### src/sv/glqe_pkg.sv
// ---------------------------------------------------------------------------
// glqe_pkg
// shared types, constants and reset values for the glyph quad layout emitter
// ---------------------------------------------------------------------------
package glqe_pkg;

    localparam int FIX_W      = 48;   // Q16.32 word
    localparam int DEPTH_W    = 47;   // depth as delivered
    localparam int CODE_W     = 8;
    localparam int STRIDE_W   = 9;
    localparam int WRAP_W     = 8;
    localparam int LINE_W     = 9;
    localparam int CORNER_W   = 3;
    localparam int CFG_IDX_W  = 3;
    localparam int QUEUE_DEPTH = 2;
    localparam int MAX_CHARS_DEFAULT = 256;

    localparam logic [CODE_W-1:0]  NEWLINE_CODE = 8'd10;
    localparam logic [DEPTH_W-1:0] DEPTH_STEP   = 47'd429497;  // 0.0001 in Q16.32
    localparam logic [CORNER_W-1:0] LAST_CORNER = 3'd5;

    // reset values of the configuration registers
    localparam logic [DEPTH_W-1:0]  RST_CELL_WIDTH  = 47'd268435456;
    localparam logic [DEPTH_W-1:0]  RST_CELL_HEIGHT = 47'd268435456;
    localparam logic [STRIDE_W-1:0] RST_STRIDE      = 9'd16;
    localparam logic [WRAP_W-1:0]   RST_WRAP        = 8'd0;
    localparam logic [FIX_W-1:0]    RST_X_OFFSET    = 48'd0;
    localparam logic [FIX_W-1:0]    RST_Y_OFFSET    = 48'd0;
    localparam logic [FIX_W-1:0]    RST_CROWDING    = 48'd2576980378;

    // reset values of the derived geometry
    localparam logic [FIX_W-1:0] RST_QUAD_W  = 48'({1'b0, RST_CELL_WIDTH} * 48'd20);
    localparam logic [FIX_W-1:0] RST_QUAD_H  = 48'(48'd0 - 48'({1'b0, RST_CELL_HEIGHT} * 48'd20));
    localparam logic [FIX_W-1:0] RST_PEN_ADV = 48'(RST_QUAD_W - RST_CROWDING);
    localparam logic [FIX_W-1:0] RST_U_FAR   = 48'(RST_X_OFFSET + {1'b0, RST_CELL_WIDTH});
    localparam logic [FIX_W-1:0] RST_V_FAR   = 48'(RST_Y_OFFSET + {1'b0, RST_CELL_HEIGHT});

    typedef enum logic [CFG_IDX_W-1:0] {
        REG_CELL_WIDTH  = 3'd0,
        REG_CELL_HEIGHT = 3'd1,
        REG_STRIDE      = 3'd2,
        REG_WRAP        = 3'd3,
        REG_X_OFFSET    = 3'd4,
        REG_Y_OFFSET    = 3'd5,
        REG_CROWDING    = 3'd6
    } glqe_reg_t;

    typedef enum logic [1:0] {
        FS_IDLE,
        FS_DIV,
        FS_PUSH
    } glqe_front_state_t;

    // configuration as seen by front and back
    typedef struct packed {
        logic [DEPTH_W-1:0]  cell_width;
        logic [DEPTH_W-1:0]  cell_height;
        logic [STRIDE_W-1:0] atlas_stride;
        logic [WRAP_W-1:0]   wrap_limit;
        logic [FIX_W-1:0]    x_offset;
        logic [FIX_W-1:0]    y_offset;
    } glqe_cfg_t;

    // geometry derived from the configuration
    typedef struct packed {
        logic [FIX_W-1:0] quad_w;   // 20 * cell_width
        logic [FIX_W-1:0] quad_h;   // -20 * cell_height
        logic [FIX_W-1:0] pen_adv;  // quad_w - crowding
        logic [FIX_W-1:0] u_far;    // x_offset + cell_width
        logic [FIX_W-1:0] v_far;    // y_offset + cell_height
    } glqe_geom_t;

    // one classified character waiting for the emitter
    typedef struct packed {
        logic [CODE_W-1:0]  col;
        logic [CODE_W-1:0]  row;
        logic [FIX_W-1:0]   x0;
        logic [FIX_W-1:0]   y0;
        logic [DEPTH_W-1:0] z;
    } glqe_entry_t;

endpackage

### src/sv/glyph_quad_layout_emitter.sv
// ---------------------------------------------------------------------------
// glyph_quad_layout_emitter
// lays out a character stream as textured quads, six vertices per character
// ---------------------------------------------------------------------------
//
//  channel   direction  beat contents
//  s_*       in         tdata[7:0] char_code, tuser first (restart layout)
//  m_*       out        tdata x, y, z, u, v, corner; tlast on sixth vertex
//  cfg_*     in         write enable, register index 0..6, 48-bit data
//
// the front takes one character at a time: accept beat, the radix-4
// code/stride divider (pen update in its first step), queue write; the
// back emits one vertex per cycle while m_tready is high. a dropped
// character (text full) frees the input after the first divider step.
// reset restores the register defaults and puts the pen at the origin.
// a stalled output holds the vertex; the two-entry queue plus the product
// stage let the front keep accepting while the back waits.
//
module glyph_quad_layout_emitter #(
    parameter int MAX_CHARS = glqe_pkg::MAX_CHARS_DEFAULT
) (
    input  logic                           clk,
    input  logic                           rst_n,
    // character input
    input  logic                           s_tvalid,
    output logic                           s_tready,
    input  logic [7:0]                     s_tdata,   // [7:0] char_code
    input  logic                           s_tuser,   // [0] first
    // vertex output
    output logic                           m_tvalid,
    input  logic                           m_tready,
    // [47:0] pos_x, [95:48] pos_y, [142:96] pos_z, [190:143] tex_u,
    // [238:191] tex_v, [241:239] corner, [247:242] zero
    output logic [247:0]                   m_tdata,
    output logic                           m_tlast,   // last_vertex
    // configuration writes
    input  logic                           cfg_we,
    input  logic [glqe_pkg::CFG_IDX_W-1:0] cfg_index,
    input  logic [glqe_pkg::FIX_W-1:0]     cfg_data
);

    // configuration registers
    glqe_pkg::glqe_cfg_t           cfg_reg;
    logic [glqe_pkg::FIX_W-1:0]    crowding_reg;
    // derived geometry, registered from the configuration registers
    glqe_pkg::glqe_geom_t          geom_reg, geom_next;
    logic [glqe_pkg::FIX_W-1:0]    cw_ext, ch_ext, w20, h20;

    // front to queue
    logic                          push, push_ready;
    glqe_pkg::glqe_entry_t         push_entry;
    // queue to back
    logic                          q_valid, q_pop;
    glqe_pkg::glqe_entry_t         q_entry;

    logic [glqe_pkg::FIX_W-1:0]    pos_x, pos_y, tex_u, tex_v;
    logic [glqe_pkg::DEPTH_W-1:0]  pos_z;
    logic [glqe_pkg::CORNER_W-1:0] corner;

    always_ff @(posedge clk or negedge rst_n)
    begin
        if (!rst_n)
        begin
            cfg_reg.cell_width   <= glqe_pkg::RST_CELL_WIDTH;
            cfg_reg.cell_height  <= glqe_pkg::RST_CELL_HEIGHT;
            cfg_reg.atlas_stride <= glqe_pkg::RST_STRIDE;
            cfg_reg.wrap_limit   <= glqe_pkg::RST_WRAP;
            cfg_reg.x_offset     <= glqe_pkg::RST_X_OFFSET;
            cfg_reg.y_offset     <= glqe_pkg::RST_Y_OFFSET;
            crowding_reg         <= glqe_pkg::RST_CROWDING;
        end
        else if (cfg_we)
        begin
            // values are cut to each register's width; unknown indexes are ignored
            case (cfg_index)
                glqe_pkg::REG_CELL_WIDTH:  cfg_reg.cell_width   <= cfg_data[46:0];
                glqe_pkg::REG_CELL_HEIGHT: cfg_reg.cell_height  <= cfg_data[46:0];
                glqe_pkg::REG_STRIDE:      cfg_reg.atlas_stride <= cfg_data[8:0];
                glqe_pkg::REG_WRAP:        cfg_reg.wrap_limit   <= cfg_data[7:0];
                glqe_pkg::REG_X_OFFSET:    cfg_reg.x_offset     <= cfg_data;
                glqe_pkg::REG_Y_OFFSET:    cfg_reg.y_offset     <= cfg_data;
                glqe_pkg::REG_CROWDING:    crowding_reg         <= cfg_data;
                default:                   ;
            endcase
        end
    end

    // quad size is 20 cells: x*16 + x*4, all mod 2^48
    always_comb
    begin
        cw_ext            = {1'b0, cfg_reg.cell_width};
        ch_ext            = {1'b0, cfg_reg.cell_height};
        w20               = 48'((cw_ext << 4) + (cw_ext << 2));
        h20               = 48'((ch_ext << 4) + (ch_ext << 2));
        geom_next.quad_w  = w20;
        geom_next.quad_h  = 48'(48'd0 - h20);
        geom_next.pen_adv = 48'(w20 - crowding_reg);
        geom_next.u_far   = 48'(cfg_reg.x_offset + cw_ext);
        geom_next.v_far   = 48'(cfg_reg.y_offset + ch_ext);
    end

    always_ff @(posedge clk or negedge rst_n)
    begin
        if (!rst_n)
        begin
            geom_reg.quad_w  <= glqe_pkg::RST_QUAD_W;
            geom_reg.quad_h  <= glqe_pkg::RST_QUAD_H;
            geom_reg.pen_adv <= glqe_pkg::RST_PEN_ADV;
            geom_reg.u_far   <= glqe_pkg::RST_U_FAR;
            geom_reg.v_far   <= glqe_pkg::RST_V_FAR;
        end
        else
        begin
            geom_reg <= geom_next;
        end
    end

    // front: classify the code and advance the pen
    glqe_front #(
        .MAX_CHARS (MAX_CHARS)
    ) u_front (
        .clk        (clk),
        .rst_n      (rst_n),
        .in_valid   (s_tvalid),
        .in_ready   (s_tready),
        .in_code    (s_tdata),
        .in_first   (s_tuser),
        .cfg        (cfg_reg),
        .geom       (geom_reg),
        .push       (push),
        .push_ready (push_ready),
        .push_entry (push_entry)
    );

    glqe_fifo #(
        .DEPTH (glqe_pkg::QUEUE_DEPTH)
    ) u_fifo (
        .clk      (clk),
        .rst_n    (rst_n),
        .wr_en    (push),
        .wr_ready (push_ready),
        .wr_entry (push_entry),
        .rd_valid (q_valid),
        .rd_en    (q_pop),
        .rd_entry (q_entry)
    );

    // back: atlas products, then six vertex beats per quad
    glqe_back u_back (
        .clk         (clk),
        .rst_n       (rst_n),
        .q_valid     (q_valid),
        .q_pop       (q_pop),
        .q_entry     (q_entry),
        .cfg         (cfg_reg),
        .geom        (geom_reg),
        .out_valid   (m_tvalid),
        .out_ready   (m_tready),
        .pos_x       (pos_x),
        .pos_y       (pos_y),
        .pos_z       (pos_z),
        .tex_u       (tex_u),
        .tex_v       (tex_v),
        .corner      (corner),
        .last_vertex (m_tlast)
    );

    assign m_tdata = {6'd0, corner, tex_v, tex_u, pos_z, pos_y, pos_x};

endmodule

### src/sv/glqe_front.sv
// ---------------------------------------------------------------------------
// glqe_front
// accepts characters, splits the code into atlas column and row, keeps the pen
// ---------------------------------------------------------------------------
module glqe_front #(
    parameter int MAX_CHARS = glqe_pkg::MAX_CHARS_DEFAULT
) (
    input  logic                        clk,
    input  logic                        rst_n,
    input  logic                        in_valid,
    output logic                        in_ready,
    input  logic [glqe_pkg::CODE_W-1:0] in_code,
    input  logic                        in_first,
    input  glqe_pkg::glqe_cfg_t         cfg,
    input  glqe_pkg::glqe_geom_t        geom,
    output logic                        push,
    input  logic                        push_ready,
    output glqe_pkg::glqe_entry_t       push_entry
);

    localparam int CNT_W = $clog2(MAX_CHARS + 1);
    localparam logic [CNT_W-1:0] MAX_CNT = CNT_W'(MAX_CHARS);

    glqe_pkg::glqe_front_state_t state_reg, state_next;
    logic [1:0]                      cnt_reg, cnt_next;
    logic [glqe_pkg::CODE_W-1:0]     code_reg, code_next;
    logic                            first_reg, first_next;
    logic [8:0]                      rem_reg, rem_next;
    logic [glqe_pkg::CODE_W-1:0]     quo_reg, quo_next;
    logic [9:0]                      dvs_reg, dvs_next;
    logic [glqe_pkg::FIX_W-1:0]      pen_x_reg, pen_x_next;
    logic [glqe_pkg::FIX_W-1:0]      pen_y_reg, pen_y_next;
    logic [glqe_pkg::DEPTH_W-1:0]    depth_reg, depth_next;
    logic [glqe_pkg::LINE_W-1:0]     line_reg, line_next;
    logic [CNT_W-1:0]                placed_reg, placed_next;
    logic [glqe_pkg::FIX_W-1:0]      x0_reg, x0_next;
    logic [glqe_pkg::FIX_W-1:0]      y0_reg, y0_next;
    logic [glqe_pkg::DEPTH_W-1:0]    z_reg, z_next;

    // radix-4 divider datapath
    logic [9:0]                      t_a, t_b;
    logic                            ge_a, ge_b;
    logic [8:0]                      r_a, r_b;
    logic [glqe_pkg::CODE_W-1:0]     q_a, q_b;

    // layout state after an optional restart
    logic [glqe_pkg::FIX_W-1:0]      px, py;
    logic [glqe_pkg::DEPTH_W-1:0]    pz;
    logic [glqe_pkg::LINE_W-1:0]     pl, pl_inc;
    logic [CNT_W-1:0]                pc;
    logic                            wrap_on, line_break, drop;

    assign in_ready   = (state_reg == glqe_pkg::FS_IDLE);
    assign push_entry = '{col: rem_reg[glqe_pkg::CODE_W-1:0], row: quo_reg,
                          x0: x0_reg, y0: y0_reg, z: z_reg};

    always_comb
    begin
        // two restoring steps per cycle
        t_a  = {rem_reg, quo_reg[7]};
        ge_a = (t_a >= dvs_reg);
        r_a  = ge_a ? 9'(t_a - dvs_reg) : t_a[8:0];
        q_a  = {quo_reg[6:0], ge_a};
        t_b  = {r_a, q_a[7]};
        ge_b = (t_b >= dvs_reg);
        r_b  = ge_b ? 9'(t_b - dvs_reg) : t_b[8:0];
        q_b  = {q_a[6:0], ge_b};

        px = first_reg ? '0 : pen_x_reg;
        py = first_reg ? '0 : pen_y_reg;
        pz = first_reg ? '0 : depth_reg;
        pl = first_reg ? '0 : line_reg;
        pc = first_reg ? '0 : placed_reg;

        wrap_on    = (cfg.wrap_limit != '0);
        pl_inc     = wrap_on ? 9'(pl + 9'd1) : pl;
        line_break = (code_reg == glqe_pkg::NEWLINE_CODE) ||
                     (wrap_on && (pl_inc > {1'b0, cfg.wrap_limit}));
        drop       = (pc >= MAX_CNT);

        state_next  = state_reg;
        cnt_next    = cnt_reg;
        code_next   = code_reg;
        first_next  = first_reg;
        rem_next    = rem_reg;
        quo_next    = quo_reg;
        dvs_next    = dvs_reg;
        pen_x_next  = pen_x_reg;
        pen_y_next  = pen_y_reg;
        depth_next  = depth_reg;
        line_next   = line_reg;
        placed_next = placed_reg;
        x0_next     = x0_reg;
        y0_next     = y0_reg;
        z_next      = z_reg;
        push        = 1'b0;

        case (state_reg)
            glqe_pkg::FS_IDLE:
            begin
                if (in_valid)
                begin
                    code_next  = in_code;
                    first_next = in_first;
                    quo_next   = in_code;
                    rem_next   = '0;
                    // stride 0 acts as 512: quotient 0, remainder the code
                    dvs_next   = (cfg.atlas_stride == '0) ? 10'd512
                                                          : {1'b0, cfg.atlas_stride};
                    cnt_next   = '0;
                    state_next = glqe_pkg::FS_DIV;
                end
            end
            glqe_pkg::FS_DIV:
            begin
                rem_next = r_b;
                quo_next = q_b;
                cnt_next = 2'(cnt_reg + 2'd1);
                if (cnt_reg == 2'd0)
                begin
                    // restart takes effect even when the character is dropped
                    pen_x_next  = px;
                    pen_y_next  = py;
                    depth_next  = pz;
                    line_next   = pl;
                    placed_next = pc;
                    if (drop)
                    begin
                        state_next = glqe_pkg::FS_IDLE;
                    end
                    else
                    begin
                        x0_next     = px;
                        y0_next     = py;
                        z_next      = pz;
                        depth_next  = 47'(pz + glqe_pkg::DEPTH_STEP);
                        placed_next = CNT_W'(pc + CNT_W'(1));
                        if (line_break)
                        begin
                            pen_x_next = '0;
                            pen_y_next = 48'(py + geom.quad_h);
                            line_next  = '0;
                        end
                        else
                        begin
                            pen_x_next = 48'(px + geom.pen_adv);
                            line_next  = pl_inc;
                        end
                    end
                end
                if (cnt_reg == 2'd3)
                begin
                    state_next = glqe_pkg::FS_PUSH;
                end
            end
            glqe_pkg::FS_PUSH:
            begin
                push = 1'b1;
                if (push_ready)
                begin
                    state_next = glqe_pkg::FS_IDLE;
                end
            end
            default:
            begin
                state_next = glqe_pkg::FS_IDLE;
            end
        endcase
    end

    always_ff @(posedge clk or negedge rst_n)
    begin
        if (!rst_n)
        begin
            state_reg  <= glqe_pkg::FS_IDLE;
            cnt_reg    <= '0;
            pen_x_reg  <= '0;
            pen_y_reg  <= '0;
            depth_reg  <= '0;
            line_reg   <= '0;
            placed_reg <= '0;
        end
        else
        begin
            state_reg  <= state_next;
            cnt_reg    <= cnt_next;
            pen_x_reg  <= pen_x_next;
            pen_y_reg  <= pen_y_next;
            depth_reg  <= depth_next;
            line_reg   <= line_next;
            placed_reg <= placed_next;
        end
    end

    always_ff @(posedge clk)
    begin
        code_reg  <= code_next;
        first_reg <= first_next;
        rem_reg   <= rem_next;
        quo_reg   <= quo_next;
        dvs_reg   <= dvs_next;
        x0_reg    <= x0_next;
        y0_reg    <= y0_next;
        z_reg     <= z_next;
    end

endmodule

### src/sv/glqe_fifo.sv
// ---------------------------------------------------------------------------
// glqe_fifo
// short queue of classified characters between front and back
// ---------------------------------------------------------------------------
module glqe_fifo #(
    parameter int DEPTH = glqe_pkg::QUEUE_DEPTH
) (
    input  logic                  clk,
    input  logic                  rst_n,
    input  logic                  wr_en,
    output logic                  wr_ready,
    input  glqe_pkg::glqe_entry_t wr_entry,
    output logic                  rd_valid,
    input  logic                  rd_en,
    output glqe_pkg::glqe_entry_t rd_entry
);

    localparam int PTR_W = (DEPTH > 1) ? $clog2(DEPTH) : 1;
    localparam int CNT_W = $clog2(DEPTH + 1);

    glqe_pkg::glqe_entry_t mem [DEPTH];
    logic [PTR_W-1:0] wr_ptr_reg, wr_ptr_next;
    logic [PTR_W-1:0] rd_ptr_reg, rd_ptr_next;
    logic [CNT_W-1:0] count_reg, count_next;
    logic             do_wr, do_rd;

    assign wr_ready = (count_reg != CNT_W'(DEPTH));
    assign rd_valid = (count_reg != '0);
    assign rd_entry = mem[rd_ptr_reg];
    assign do_wr    = wr_en && wr_ready;
    assign do_rd    = rd_en && rd_valid;

    always_comb
    begin
        wr_ptr_next = wr_ptr_reg;
        rd_ptr_next = rd_ptr_reg;
        if (do_wr)
        begin
            wr_ptr_next = (wr_ptr_reg == PTR_W'(DEPTH - 1)) ? '0 : PTR_W'(wr_ptr_reg + PTR_W'(1));
        end
        if (do_rd)
        begin
            rd_ptr_next = (rd_ptr_reg == PTR_W'(DEPTH - 1)) ? '0 : PTR_W'(rd_ptr_reg + PTR_W'(1));
        end
        count_next = CNT_W'(count_reg + CNT_W'(do_wr) - CNT_W'(do_rd));
    end

    always_ff @(posedge clk or negedge rst_n)
    begin
        if (!rst_n)
        begin
            wr_ptr_reg <= '0;
            rd_ptr_reg <= '0;
            count_reg  <= '0;
        end
        else
        begin
            wr_ptr_reg <= wr_ptr_next;
            rd_ptr_reg <= rd_ptr_next;
            count_reg  <= count_next;
        end
    end

    always_ff @(posedge clk)
    begin
        if (do_wr)
        begin
            mem[wr_ptr_reg] <= wr_entry;
        end
    end

endmodule

### src/sv/glqe_back.sv
// ---------------------------------------------------------------------------
// glqe_back
// scales atlas cells and emits the six vertices of each quad
// ---------------------------------------------------------------------------
module glqe_back (
    input  logic                          clk,
    input  logic                          rst_n,
    input  logic                          q_valid,
    output logic                          q_pop,
    input  glqe_pkg::glqe_entry_t         q_entry,
    input  glqe_pkg::glqe_cfg_t           cfg,
    input  glqe_pkg::glqe_geom_t          geom,
    output logic                          out_valid,
    input  logic                          out_ready,
    output logic [glqe_pkg::FIX_W-1:0]    pos_x,
    output logic [glqe_pkg::FIX_W-1:0]    pos_y,
    output logic [glqe_pkg::DEPTH_W-1:0]  pos_z,
    output logic [glqe_pkg::FIX_W-1:0]    tex_u,
    output logic [glqe_pkg::FIX_W-1:0]    tex_v,
    output logic [glqe_pkg::CORNER_W-1:0] corner,
    output logic                          last_vertex
);

    // product stage
    logic                         p_valid_reg, p_valid_next;
    logic [glqe_pkg::FIX_W-1:0]   mul_u_reg, mul_v_reg;
    logic [glqe_pkg::FIX_W-1:0]   p_x0_reg, p_y0_reg;
    logic [glqe_pkg::DEPTH_W-1:0] p_z_reg;

    // vertex stage
    logic                          e_valid_reg, e_valid_next;
    logic [glqe_pkg::CORNER_W-1:0] corner_reg, corner_next;
    logic [glqe_pkg::FIX_W-1:0]    x0_reg, x1_reg, y0_reg, y1_reg;
    logic [glqe_pkg::FIX_W-1:0]    u0_reg, u1_reg, v0_reg, v1_reg;
    logic [glqe_pkg::DEPTH_W-1:0]  z_reg;

    logic e_load, beat, quad_done, right, down;

    assign beat      = e_valid_reg && out_ready;
    assign quad_done = beat && (corner_reg == glqe_pkg::LAST_CORNER);
    assign e_load    = p_valid_reg && (!e_valid_reg || quad_done);
    assign q_pop     = q_valid && (!p_valid_reg || e_load);

    always_comb
    begin
        p_valid_next = p_valid_reg;
        if (q_pop)
        begin
            p_valid_next = 1'b1;
        end
        else if (e_load)
        begin
            p_valid_next = 1'b0;
        end

        e_valid_next = e_valid_reg;
        corner_next  = corner_reg;
        if (e_load)
        begin
            e_valid_next = 1'b1;
            corner_next  = '0;
        end
        else if (quad_done)
        begin
            e_valid_next = 1'b0;
        end
        else if (beat)
        begin
            corner_next = 3'(corner_reg + 3'd1);
        end
    end

    // corner order: 0 near/top, 1 far/top, 2 far/bottom, 3 near/top, 4 far/bottom, 5 near/bottom
    always_comb
    begin
        case (corner_reg)
            3'd0:    begin right = 1'b0; down = 1'b0; end
            3'd1:    begin right = 1'b1; down = 1'b0; end
            3'd2:    begin right = 1'b1; down = 1'b1; end
            3'd3:    begin right = 1'b0; down = 1'b0; end
            3'd4:    begin right = 1'b1; down = 1'b1; end
            3'd5:    begin right = 1'b0; down = 1'b1; end
            default: begin right = 1'b0; down = 1'b0; end
        endcase
    end

    assign out_valid   = e_valid_reg;
    assign pos_x       = right ? x1_reg : x0_reg;
    assign pos_y       = down ? y1_reg : y0_reg;
    assign pos_z       = z_reg;
    assign tex_u       = right ? u1_reg : u0_reg;
    assign tex_v       = down ? v1_reg : v0_reg;
    assign corner      = corner_reg;
    assign last_vertex = (corner_reg == glqe_pkg::LAST_CORNER);

    always_ff @(posedge clk or negedge rst_n)
    begin
        if (!rst_n)
        begin
            p_valid_reg <= 1'b0;
            e_valid_reg <= 1'b0;
            corner_reg  <= '0;
        end
        else
        begin
            p_valid_reg <= p_valid_next;
            e_valid_reg <= e_valid_next;
            corner_reg  <= corner_next;
        end
    end

    always_ff @(posedge clk)
    begin
        if (q_pop)
        begin
            mul_u_reg <= 48'({40'd0, q_entry.col} * {1'b0, cfg.cell_width});
            mul_v_reg <= 48'({40'd0, q_entry.row} * {1'b0, cfg.cell_height});
            p_x0_reg  <= q_entry.x0;
            p_y0_reg  <= q_entry.y0;
            p_z_reg   <= q_entry.z;
        end
        if (e_load)
        begin
            x0_reg <= p_x0_reg;
            x1_reg <= 48'(p_x0_reg + geom.quad_w);
            y0_reg <= p_y0_reg;
            y1_reg <= 48'(p_y0_reg + geom.quad_h);
            z_reg  <= p_z_reg;
            u0_reg <= 48'(mul_u_reg + cfg.x_offset);
            u1_reg <= 48'(mul_u_reg + geom.u_far);
            v0_reg <= 48'(mul_v_reg + cfg.y_offset);
            v1_reg <= 48'(mul_v_reg + geom.v_far);
        end
    end

endmodule
### config.mk
export PLATFORM = sky130hd
export DESIGN_NAME = glyph_quad_layout_emitter
export DESIGN_NICKNAME = d
export VERILOG_FILES = /design/src/sv/glqe_pkg.sv /design/src/sv/glyph_quad_layout_emitter.sv /design/src/sv/glqe_front.sv /design/src/sv/glqe_fifo.sv /design/src/sv/glqe_back.sv
export SDC_FILE = /design/constraint.sdc
export NUM_CORES = 2
export LEC_CHECK = 0
export BUFFER_PORTS_ARGS = -buffer_cell sky130_fd_sc_hd__buf_2
export CORE_UTILIZATION = 60
export CTS_BUF_LIST = sky130_fd_sc_hd__clkbuf_8
export DETAILED_ROUTE_END_ITERATION = 12
export GPL_TIMING_DRIVEN = 0
export MAX_ROUTING_LAYER = met4
export PLACE_DENSITY = 0.77
export SLEW_MARGIN = 20
export SYNTH_ARGS = -nofsm -noshare
export SYNTH_HDL_FRONTEND = slang
export SYNTH_SLANG_ARGS = --single-unit
### constraint.sdc
create_clock -name clk -period 47.7 [get_ports clk]
set_input_delay 4.77 -clock clk [delete_from_list [all_inputs] [get_ports clk]]
set_output_delay 4.77 -clock clk [all_outputs]
set_load 0.02 [all_outputs]
* After elaboration in Yosys (flattened, before gate mapping)
Memory sizes are Yosys's and may differ from the RTL's.
Index checks and enable logic that the tools add are counted.
** Storage, ports and cells
- Register bits after elaboration :: 1518
- Memories kept :: 1
- Memory bits (writable) :: 318
- Output and inout bits :: 251
- Word-level logic and storage cells :: 185
- Input bits :: 65
** Memory list
- u_fifo.mem :: words 2, width 159, read ports 1, clocked after memory_dff 0, write ports 1, line glqe_fifo.sv:21 : glqe_pkg::glqe_entry_t mem [DEPTH];
** Cells by class
- Reduce and logical (&&, ||, !) cells :: 37
- Equality and inequality tests :: 20
- Multipliers :: 2
- Mux-type cells :: 47
- Bitwise gates (word level) :: 1
- $add $sub $neg :: 25
- Order comparisons :: 4
** Operators by type and width (count)
- adder 48 bit :: 10
- 2-to-1 mux 48 bit :: 10
- adder 48 x 47 -> 48 bit :: 2
- multiplier 8 x 47 -> 48 bit :: 2
- 2-to-1 mux 47 bit :: 2
- 2-to-1 mux 9 bit :: 9
- subtractor 1 x 48 -> 48 bit, first input constant :: 1
- subtractor 48 bit :: 1
- adder 47 x 19 -> 47 bit, second input constant :: 1
- AND reduction 2 bit :: 11
- >= comparator 10 bit :: 2
- adder 9 x 1 -> 9 bit, second input constant :: 2
- case mux 9 bit (2 select lines) :: 1
- subtractor 9 bit :: 2
- case mux 8 bit (2 select lines) :: 1
- equality test 3 bit, second input constant :: 5
- 2-to-1 mux 2 bit :: 6
- 2-to-1 mux 1 bit :: 11
- 2-to-1 mux 10 bit :: 1
- nonzero test 2 bit :: 5
- equality test 3 x 2 -> 1 bit, second input constant :: 3
- >= comparator 9 bit, second input constant :: 1
- greater-than comparator 9 x 8 -> 1 bit :: 1
- zero test 9 bit :: 1
- other kinds (26) :: 45

* Depth between registers and ports, before layout
- Depth after elaboration :: 8
- Mapped depth :: 26
- Gate-level depth less buffers :: 25

* Cells and area by module
Synthesis repeated with hierarchy kept, for this count alone.
** Second synthesis, totals
- Cells, all modules :: 10655
- Area, all modules :: 119054.2 um^2
** Modules (own cells, without submodules)
- glqe_back :: cells each 5485, seq. area each 20244.4 um^2, area an instance 58781.4 um^2, times used 1
- glyph_quad_layout_emitter :: cells each 2610, seq. area each 12356.9 um^2, area an instance 27969.3 um^2, times used 1
- glqe_front :: cells each 2043, seq. area each 9504.1 um^2, area an instance 20204.4 um^2, times used 1
- glqe_fifo :: cells each 517, seq. area each 9649.3 um^2, area an instance 12099.1 um^2, times used 1

* Least setup slack after synthesis
No wires, ideal clock.
- Path kind :: input to register
- Start point :: input port m_tready
- End point :: register u_fifo.count_reg[1]
- Arrival :: 18.993 ns
- Path slack :: 28.627 ns
- Data required time :: 47.620 ns
- Stages on the path :: 7
- Setup time :: 0.080 ns
- Buffers on the path :: 0
- Cell sequence :: nand2_1 -> a31oi_1 -> ha_1 -> inv_1 -> ha_1 -> xnor2_1 -> xnor2_1
** On the way
- Longest elaborated chain between the ends :: 8
** RTL lines
- start, declared :: line glyph_quad_layout_emitter.sv:31 : input logic m_tready,
- logical AND 1 bit :: line glqe_back.sv:39 : assign beat = e_valid_reg && out_ready;
- logical AND 1 bit :: line glqe_back.sv:40 : assign quad_done = beat && (corner_reg == glqe_pkg::LAST_CORNER);
- logical OR 1 bit :: line glqe_back.sv:41 : assign e_load = p_valid_reg && (!e_valid_reg || quad_done);
- logical AND 1 bit :: line glqe_back.sv:41
- logical OR 1 bit :: line glqe_back.sv:42 : assign q_pop = q_valid && (!p_valid_reg || e_load);
- logical AND 1 bit :: line glqe_back.sv:42
- net q_pop :: line glyph_quad_layout_emitter.sv:53 : logic q_valid, q_pop;
- logical AND 1 bit :: line glqe_fifo.sv:31 : assign do_rd = rd_en && rd_valid;
- subtractor 2 x 1 -> 2 bit :: line glqe_fifo.sv:45 : count_next = CNT_W'(count_reg + CNT_W'(do_wr) - CNT_W'(do_rd));
- net u_fifo.count_next[1] :: line glqe_fifo.sv:24 : logic [CNT_W-1:0] count_reg, count_next;
- end signal, assigned :: line glqe_fifo.sv:60 : count_reg <= count_next;
- end, declared :: line glqe_fifo.sv:24
The timed path passes the listed nets, and every way through them passes these cells.
A chain may end at the register's enable or synchronous reset.

* Worst setup path in the final report
- Start point :: register u_fifo.rd_ptr_reg
- End point :: register u_back.mul_u_reg[45] (netlist bit) (data pin)
** On the way
- Longest elaborated chain between the ends :: 2
** RTL lines
- start, declared :: line glqe_fifo.sv:23 : logic [PTR_W-1:0] rd_ptr_reg, rd_ptr_next;
- start signal, assigned :: line glqe_fifo.sv:59 : rd_ptr_reg <= rd_ptr_next;
- memory (2 x 159 bit)
- multiplier 8 x 47 -> 48 bit :: line glqe_back.sv:116 : mul_u_reg <= 48'({40'd0, q_entry.col} * {1'b0, cfg.cell_width});
- end signal, assigned :: line glqe_back.sv:116
- end, declared :: line glqe_back.sv:26 : logic [glqe_pkg::FIX_W-1:0] mul_u_reg, mul_v_reg;
No other way between the ends.

==> results.yml <==
timing:
  final.min_clock_period_ns: 10.13
  setup-tns-final_ns: 0
  tightest_slew_ns: 1.194
  timing.final.crit_share_pct: 21.25
  rsz0062_at_grt: "no"
  clock-skew-final_ns: 0.1114
  setup_viol: 0
  hold_violations: 0
  slew_headroom_pct: 20.14
  drv_slew: 0
  clock.fmax_mhz: 98.68
min_path:
  min_from: "u_front.y0_reg[46]"
  hold_path.class: "reg -> reg"
  min_to: "u_fifo.mem[1][93]"
  hold_depth: 0
global_routing:
  antenna_found_initial: 34
  overflow: 0
  grt_pass1_wl_um: 492900
  grtUsageMet3_pct: 5.770
  grt_usage_pct: 34.48
  grt_start_max_net_pins: 96
  grt_pass1_vias: 82608
  met2_usage_pct: 51.76
  gr-usage-met1_pct: 47.00
  top_usage_layer: "met2"
logic_synthesis:
  synthFlopType: "edfxtp_1"
  synth_largest_area_cell: "edfxtp_1"
  avgSynthCellArea_um2: 11.27
  ys_top_cells_by_area: "edfxtp_1 (30%), dfrtp_1 (13%), fa_1 (8.9%)"
  netlist_area_mm2: 0.1159
  yosysSeqAreaShare_pct: 44.55
  async_reset_ff_share_pct: 36.38
  synth_cells: 10287
  ys_seq_elements: 1828
  ys.warnings.count: 0
  synth_edf_count: 1163
  synth_largest_type_area_fraction_pct: 30.14
  post_synth_num_cell_types: 115
critical_path:
  crit_start: "u_fifo.rd_ptr_reg"
  worstReg2RegStart: "u_fifo.rd_ptr_reg"
  crit_fanout: 10
  rrSetupSlack_ns: 37.57
  crit_slowest_cell: "buf_1"
  cp-start-kind: "flop"
  worstPathCellList: "buf_1 > clkbuf_2 > buf_1 > buf_1 > mux2i_1 > nor2_1 > fa_1 > fa_1 > fa_1 > inv_1 > fa_1 > inv_1 > ha_1 > o21a_1 > o21a_1 > o2111ai_1 > a41oi_1 > o211ai_1 > a31oi_1 > a21oi_1 > o21ai_0 > nor4_1 > o41ai_1 > xor2_1"
  required_ns: 48.43
  crit_top_cell: "fa_1"
  worst_setup_path_end_kind: "flop"
  cpPeakStageDelay_ns: 0.88
  crit_arrival_ns: 10.87
  r2r_end: "u_back.mul_u_reg[45]"
  crit_type: "reg -> reg"
  reg2reg_depth: 24
detailed_routing:
  drc: 0
  ant_nets: 0
  drt-initial-drc-count: 7579
  drt-pass1-iter-count: 6
  vias: 83269
  drt_wl_total_um: 325100
  viasPerCell: 6.051
  post_drt_wl_per_cell_um: 23.62
die:
  die_w_um: 441.5
  core_area_mm2: 0.1910
  initial_core_util_pct: 60.68
  die_area_mm2: 0.1949
  io-pin-count: 316
  die_y_um: 441.5
  rows: 160
clock_tree:
  path_clk_slew_ns: 0.06
  cts_resized: 0
  cts_num_sinks: 1828
  worstSkewPairLatency_ns: 1.07
  cts_root_buf: "clkbuf_8"
  cts_tree: "done"
  cts_hold_buffers: 0
  cts_buffers: 323
  h-tree-depth: 5
  clockBufferDepth: 4
  post_cts_buffers: 0
placement:
  dp_hpwl_um: 252100
  gp_congestion: 0.9902
  io_buffers: 309
final_layout:
  largest_reg_flops: 318
  syn2layout_area_growth_pct: 10.72
  finalNetCount: 12354
  final_common_cell: "edfxtp_1"
  drive_gt1_share_pct: 13.82
  layout_common_cells: "edfxtp_1 (1,163), ha_1 (794), inv_1 (769), nand2_1 (725), a21oi_1 (647)"
  regArea_mm2: 0.05163
  nFillCells: 14354
  multi_input_area_mm2: 0.06077
job:
  drv_cap: 0
run_status:
  outcome: "finished, final reports clean"
-- critical path, delay by kind of cell, from the launching register on --
kind / cells / cell delay [ns]
buffers and inverters: 6 / 3.21
AOI/OAI and AO/OA: 9 / 3.00
adders and majority gates: 5 / 2.30
DFF: 1 / 0.52
muxes: 1 / 0.35
and+or+nand+nor: 2 / 0.21
xor gates and xnor gates: 1 / 0.16
-- how the worst max path moves through the flow --
stage                     cells after the start  slack, ns                   end
after floorplan                               7      28.63   u_fifo.count_reg[1]
after global placement                        8      20.36   u_fifo.count_reg[1]
after detailed placement                     24      37.94  u_back.mul_u_reg[45]
after CTS                                    24      37.81  u_back.mul_u_reg[45]
after global routing                         24      37.41  u_back.mul_u_reg[45]
final                                        24      37.57  u_back.mul_u_reg[45]
-- layer usage --
layer | vias to the layer above | routed length [um]
met3 | 600 | 23960
met5 | - | 0
met4 | 0 | 13090
met1 | 41381 | 140700
li1 | 38081 | -
met2 | 3207 | 147400
-- final cells by class --
type	instances	share of cell area (%)
diodes	26	0.05071
flip-flops and latches	1828	40.24
multi-input cells	7493	47.36
well taps	2511	2.448
clock buffers	356	3.819
clock inverters	216	1.009
repair buffers	361	2.179
inverters	690	2.018
plain buffers	281	0.8708
-- Yosys cell counts, types with 22 or more instances --
library cell and n:
xor2_1 226, mux2_2 551, o21ai_0 467, nand4_1 82, a22o_1 39, o211ai_1 30
nand2b_1 124, clkinv_1 30, or2_2 24, o31ai_1 53, mux2i_1 26, o21a_1 100
dfstp_2 56, clkbuf_1 242, nor3_1 99, a21o_1 383, ha_1 794, nand3_1 138
inv_1 660, nand2_1 725, a211oi_1 60, nor2_1 638, and3_1 86, a21oi_1 648
or3_1 29, nor2b_1 391, buf_1 26, fa_1 517, nor4_1 26, and2_1 205
xnor2_1 480, a31oi_1 73, a221oi_1 22, o21bai_1 90, edfxtp_1 1163, dfrtp_1 609
-- stage by stage --
step | hold WS [ns] | area [um2] | setup WS, ns | cells | utilization, %
floorplan | 0.3899 | 115900 | 28.63 | 10292 | -
global placement | 0.4046 | 120600 | 20.36 | 13112 | 63.15
detailed placement | 0.4045 | 122100 | 37.94 | 13164 | 63.91
CTS | 0.3874 | 128200 | 37.81 | 13736 | 67.15
global route | 0.3989 | 128300 | 37.41 | 13751 | 67.17
finish | 0.3887 | 128300 | 37.57 | 13762 | 67.19
-- logic make-up after synthesis --
logic type / synth area share (%)
buf+inv: 3.182
flops: 44.55
compound gates: 12.59
xor+xnor: 5.336
fa+ha+maj: 17.50
other cells: 0.003236
simple gates: 11.25
mux: 5.579
Power is left out: the tool's default activity adds up to more than one toggle a clock period on the data nets, which glitch-free logic cannot reach.
